==> config.mk <==
export PLATFORM = sky130hd
export DESIGN_NAME = aarm_cell
export DESIGN_NICKNAME = d
export VERILOG_FILES = /design/src/hdl/aarm_pkg.sv /design/src/hdl/aarm_cell.sv
export SDC_FILE = /design/constraint.sdc
export NUM_CORES = 1
export LEC_CHECK = 0
export ABC_AREA = 1
export BUFFER_PORTS_ARGS = -buffer_cell sky130_fd_sc_hd__buf_4
export CORE_ASPECT_RATIO = 0.7
export CORE_MARGIN = 2
export CORE_UTILIZATION = 45
export DETAILED_ROUTE_END_ITERATION = 8
export GPL_ROUTABILITY_DRIVEN = 0
export PLACE_DENSITY = 0.77
export SLEW_MARGIN = 5
export SYNTH_ARGS = -nofsm -noshare
export SYNTH_HDL_FRONTEND = slang
export SYNTH_SLANG_ARGS = --single-unit
==> constraint.sdc <==
create_clock -name i_clk -period 8.3 [get_ports i_clk]
set_clock_uncertainty 0.1 [all_clocks]
set_input_delay 1.245 -clock i_clk [delete_from_list [all_inputs] [get_ports i_clk]]
set_output_delay 1.245 -clock i_clk [all_outputs]
set_load 0.02 [all_outputs]
==> src/hdl/aarm_pkg.sv <==
// package for the axis-angle rotation matrix block: types, constants, arctangent table
package aarm_pkg;

    localparam int CORDIC_STEPS_DEF = 16;
    localparam int FRAC_BITS_DEF    = 12;
    localparam int ATAN_ENTRIES     = 24;
    localparam int WORK_BITS        = 30;
    localparam int XY_W             = 33;
    localparam int Z_W              = 26;
    localparam int ANG_W            = 17;
    localparam int AXIS_W           = 16;
    localparam int OUT_W            = 24;

    localparam logic signed [ANG_W-1:0] ANG_FULL   = 17'sd46080;
    localparam logic signed [ANG_W-1:0] ANG_HALF   = 17'sd23040;
    localparam logic signed [ANG_W-1:0] ANG_QUART  = 17'sd11520;
    localparam logic signed [ANG_W-1:0] ANG_3QUART = 17'sd34560;
    localparam logic signed [XY_W-1:0]  CORDIC_GAIN = 33'sd652032874;

    typedef struct packed {
        logic signed [ANG_W-1:0]  angle_deg;
        logic signed [AXIS_W-1:0] axis_x;
        logic signed [AXIS_W-1:0] axis_y;
        logic signed [AXIS_W-1:0] axis_z;
    } t_in;

    typedef struct packed {
        logic signed [OUT_W-1:0] m00;
        logic signed [OUT_W-1:0] m01;
        logic signed [OUT_W-1:0] m02;
        logic signed [OUT_W-1:0] m10;
        logic signed [OUT_W-1:0] m11;
        logic signed [OUT_W-1:0] m12;
        logic signed [OUT_W-1:0] m20;
        logic signed [OUT_W-1:0] m21;
        logic signed [OUT_W-1:0] m22;
    } t_out;

    // data handed from one cordic cell to the next
    typedef struct packed {
        logic                     vld;
        logic signed [XY_W-1:0]   x;
        logic signed [XY_W-1:0]   y;
        logic signed [Z_W-1:0]    z;
        logic                     neg;
        logic signed [AXIS_W-1:0] nx;
        logic signed [AXIS_W-1:0] ny;
        logic signed [AXIS_W-1:0] nz;
    } t_cell;

    function automatic logic signed [Z_W-1:0] atan_lut(input int i);
        logic signed [Z_W-1:0] v;
        case (i)
            0: v = 26'sd2949120;   1: v = 26'sd1740967;  2: v = 26'sd919879;
            3: v = 26'sd466945;    4: v = 26'sd234379;   5: v = 26'sd117304;
            6: v = 26'sd58666;     7: v = 26'sd29335;    8: v = 26'sd14668;
            9: v = 26'sd7334;      10: v = 26'sd3667;    11: v = 26'sd1833;
            12: v = 26'sd917;      13: v = 26'sd458;     14: v = 26'sd229;
            15: v = 26'sd115;      16: v = 26'sd57;      17: v = 26'sd29;
            18: v = 26'sd14;       19: v = 26'sd7;       20: v = 26'sd4;
            21: v = 26'sd2;        22: v = 26'sd1;       default: v = '0;
        endcase
        return v;
    endfunction

endpackage

==> src/hdl/aarm_cell.sv <==
// one cordic micro-rotation cell with its pipeline register
module aarm_cell #(
    parameter int STEP = 0
) (
    input  logic            i_clk,
    input  logic            i_rst_n,
    input  logic            i_en,
    input  aarm_pkg::t_cell i_d,
    output aarm_pkg::t_cell o_q
);
    import aarm_pkg::*;

    localparam logic signed [Z_W-1:0] ATAN = atan_lut(STEP);

    t_cell r_q, n_q;

    always_comb begin
        n_q = i_d;
        if (i_d.z >= 0) begin
            n_q.x = i_d.x - (i_d.y >>> STEP);
            n_q.y = i_d.y + (i_d.x >>> STEP);
            n_q.z = i_d.z - ATAN;
        end else begin
            n_q.x = i_d.x + (i_d.y >>> STEP);
            n_q.y = i_d.y - (i_d.x >>> STEP);
            n_q.z = i_d.z + ATAN;
        end
    end

    always_ff @(posedge i_clk) begin
        if (!i_rst_n) begin
            r_q.vld <= 1'b0;
        end else if (i_en) begin
            r_q.vld <= n_q.vld;
        end
        if (i_en) begin
            r_q.x   <= n_q.x;
            r_q.y   <= n_q.y;
            r_q.z   <= n_q.z;
            r_q.neg <= n_q.neg;
            r_q.nx  <= n_q.nx;
            r_q.ny  <= n_q.ny;
            r_q.nz  <= n_q.nz;
        end
    end

    assign o_q = r_q;
endmodule

==> flow_metrics.tcl <==
set metrics [dict create \
    layout-drive-gt1-share_pct 15.6 \
    maxSlewHeadroom_pct 26.8 \
    grt_start_max_net_pins 84 \
    synth_cell_types 36 \
    ys_seq_elements 141 \
    grt.overflow.total 0 \
    syn_to_final_growth_pct 23.8 \
    synth_compound_area_share_pct 6.23 \
    ctsResizeCount 0 \
    wirelength_um 42100 \
    cts_buffers 17 \
    io_buffers 286 \
    path_class "in -> reg" \
    worstPathMaxFanout 74 \
    antenna_found_initial 0 \
    wl_per_cell_um 17.1 \
    synth_edf_count 140 \
    utilization_pct 57.1 \
    synth_nets 2079 \
    avgSynthCellArea_sq_um 6.80 \
    clock_latency_ps 430 \
    clk_pin_slew_ps 70 \
    status "finished, final reports clean" \
    p_per_area_nw_per_um2 173 \
    drv_cap 0 \
    ios 287 \
    report.final.hold_viol_count 0 \
    drtPass1Iterations 7 \
    vias 13000 \
    arrival_ps 4210 \
    clk_path_buf_depth 2 \
    multi_input_area_sq_um 6580 \
    hold_path_class "reg -> reg" \
    p_leak_nw 8.34 \
    synth_flop_cell "edfxtp_1" \
    final_nets 2346 \
    coreArea_sq_um 26900 \
    async_flop_share_pct 0 \
    fmax_ghz 0.242 \
    insertedDiodeCount 0 \
    rsz0062_at_grt "false" \
    maxSlewViolCount 0 \
    cts_sinks 141 \
    drc 0 \
    cp.required_ps 8380 \
    ant_nets 0 \
    vias_per_cell 5.27 \
    htree_levels 4 \
    seqCellArea_sq_um 4220 \
    synth-simple-area-share_pct 32.7 \
    gr-usage-all-layers_pct 28.7 \
    die_area_sq_um 29000 \
    seq_area_frac_synth_pct 34.0 \
    die_y_um 143 \
    dpl.hpwl_um 34100 \
    final-setup-viol-count 0 \
    cts_hold_buf 0 \
    critPathLaunchType "input pin" \
    min_period_over_period_pct 49.8 \
    synthMuxAreaShare_pct 0 \
    syn-cell-area_sq_um 12400 \
    grt_pass1_wl_um 64200 \
    peakVddDrop_uv 123 \
    max_slew.worst_pin.slew_ps 1100 \
    tns_ps 0 \
    grt_pass1_vias 11800 \
    start_util_pct 46.2 \
    synth_top_family_by_area "simple AND/OR/NAND/NOR gates" \
    core.rowCount 50 \
    final.fill_count 2501 \
    largest_reg_flops 141 \
    crit_path_end_kind "flip-flop" \
    synthCells 1825 \
    cts_tree "built" \
    synth_fa_ha_area_share_pct 11.2 \
    drt-initial-drc-count 1657 \
    cts-root-buf "clkbuf_16" \
    yosysWarnings 0 \
    die_w_um 203 \
    cts_setup_buffers 0 \
    synth_xor_area_share_pct 2.82 \
    period_needed_ps 4140 \
]
-- cell families (layout without fill, tap and decap cells) --
group	Yosys count	after routing
buf+inv	395	675
flops	141	141
compound gates	144	144
simple gates	996	996
xor+xnor	40	40
fa+ha+maj	109	109
-- metal layers --
metal | wire [um] | vias to the layer above | global-route usage, %
met5 | 0 | - | 0
met4 | 801 | 0 | 6.76
met3 | 5330 | 72 | 6.55
met2 | 18600 | 823 | 46.2
met1 | 17400 | 5905 | 39.3
li1 | - | 6209 | -
-- critical path, cell delays in order --
cell	delay, ps
buf_4	110
or2_1	230
nor4_1	260
nand2_1	190
o21ai_4	150
buf_4	630
ha_1	440
nand2_1	90
inv_1	40
a21oi_1	240
nor2_1	70
o21ai_0	280
nand2_1	90
nand2_1	70
nand2_1	50
-- worst paths after layout --
kind	startpoint	end	slack, ps	cells past startpoint
min reg2reg	o_q[141]$_SDFFE_PN0P_	o_q[141]$_SDFFE_PN0P_	500	2
min	o_q[141]$_SDFFE_PN0P_	o_q[141]$_SDFFE_PN0P_	500	2
max	i_d[63]	o_q[73]$_DFFE_PP_	4160	15
max reg2reg	o_q[141]$_SDFFE_PN0P_	o_q[141]$_SDFFE_PN0P_	7500	2
-- stage by stage --
step | setup slack (ps) | power, mW | instance area (sq um) | hold WS, ps | instances
floorplan | 4500 | 1.46 | 12400 | 506 | 1825
global placement | 3930 | 1.81 | 14800 | 431 | 2437
detailed placement | 3770 | 1.83 | 14800 | 480 | 2437
CTS | 4220 | 2.65 | 15400 | 500 | 2469
global route | 3980 | 2.78 | 15400 | 567 | 2469
finish | 4160 | 2.66 | 15400 | 497 | 2469
-- area by class of cell --
| cell class | instances | share of cell area (%) |
|---|---|---|
| Timing Repair Buffer | 289 | 14.1 |
| Tap cell | 364 | 2.96 |
| Clock inverter | 14 | 1.15 |
| Multi-Input combinational cell | 1289 | 42.8 |
| Inverter | 354 | 8.65 |
| Clock buffer | 18 | 2.79 |
| Sequential cell | 141 | 27.5 |
-- power by group --
part | switching, mW | internal [mW]
Clock | 0.368 | 0.456
Combinational | 0.599 | 0.319
Sequential | 0.0296 | 0.886
-- synth_stat cells, types with 10 or more instances --
master | n | area, sq um
xor2_1 | 37 | 324
edfxtp_1 | 140 | 4200
inv_1 | 354 | 1330
o21bai_1 | 12 | 90.1
ha_1 | 105 | 1310
nand3_1 | 156 | 781
nor2_1 | 128 | 480
buf_6 | 10 | 113
nand2_1 | 668 | 2510
nand4_1 | 16 | 100
o21ai_0 | 33 | 165
a21oi_1 | 80 | 400
o21ai_1 | 12 | 60.1
buf_2 | 18 | 90.1
-- layout by cell type, fill, tap and decap left out, drive strengths merged --
cell / n
xnor2: 3
nand3b: 3
nand3: 157
buf: 289
nor3: 10
and3: 3
ha: 105
fa: 4
a21oi: 80
clkinv: 2
and2: 1
a31oi: 3
clkbuf: 18
edfxtp: 140
inv: 361
o21bai: 12
nand4: 16
a21o: 2
xor2: 37
nor2: 130
clkinvlp: 3
or2: 3
bufinv: 2
dfxtp: 1
o21ai: 46
nand2: 668
o21a: 1
nor4: 5
(Power assumes the default switching activity.)
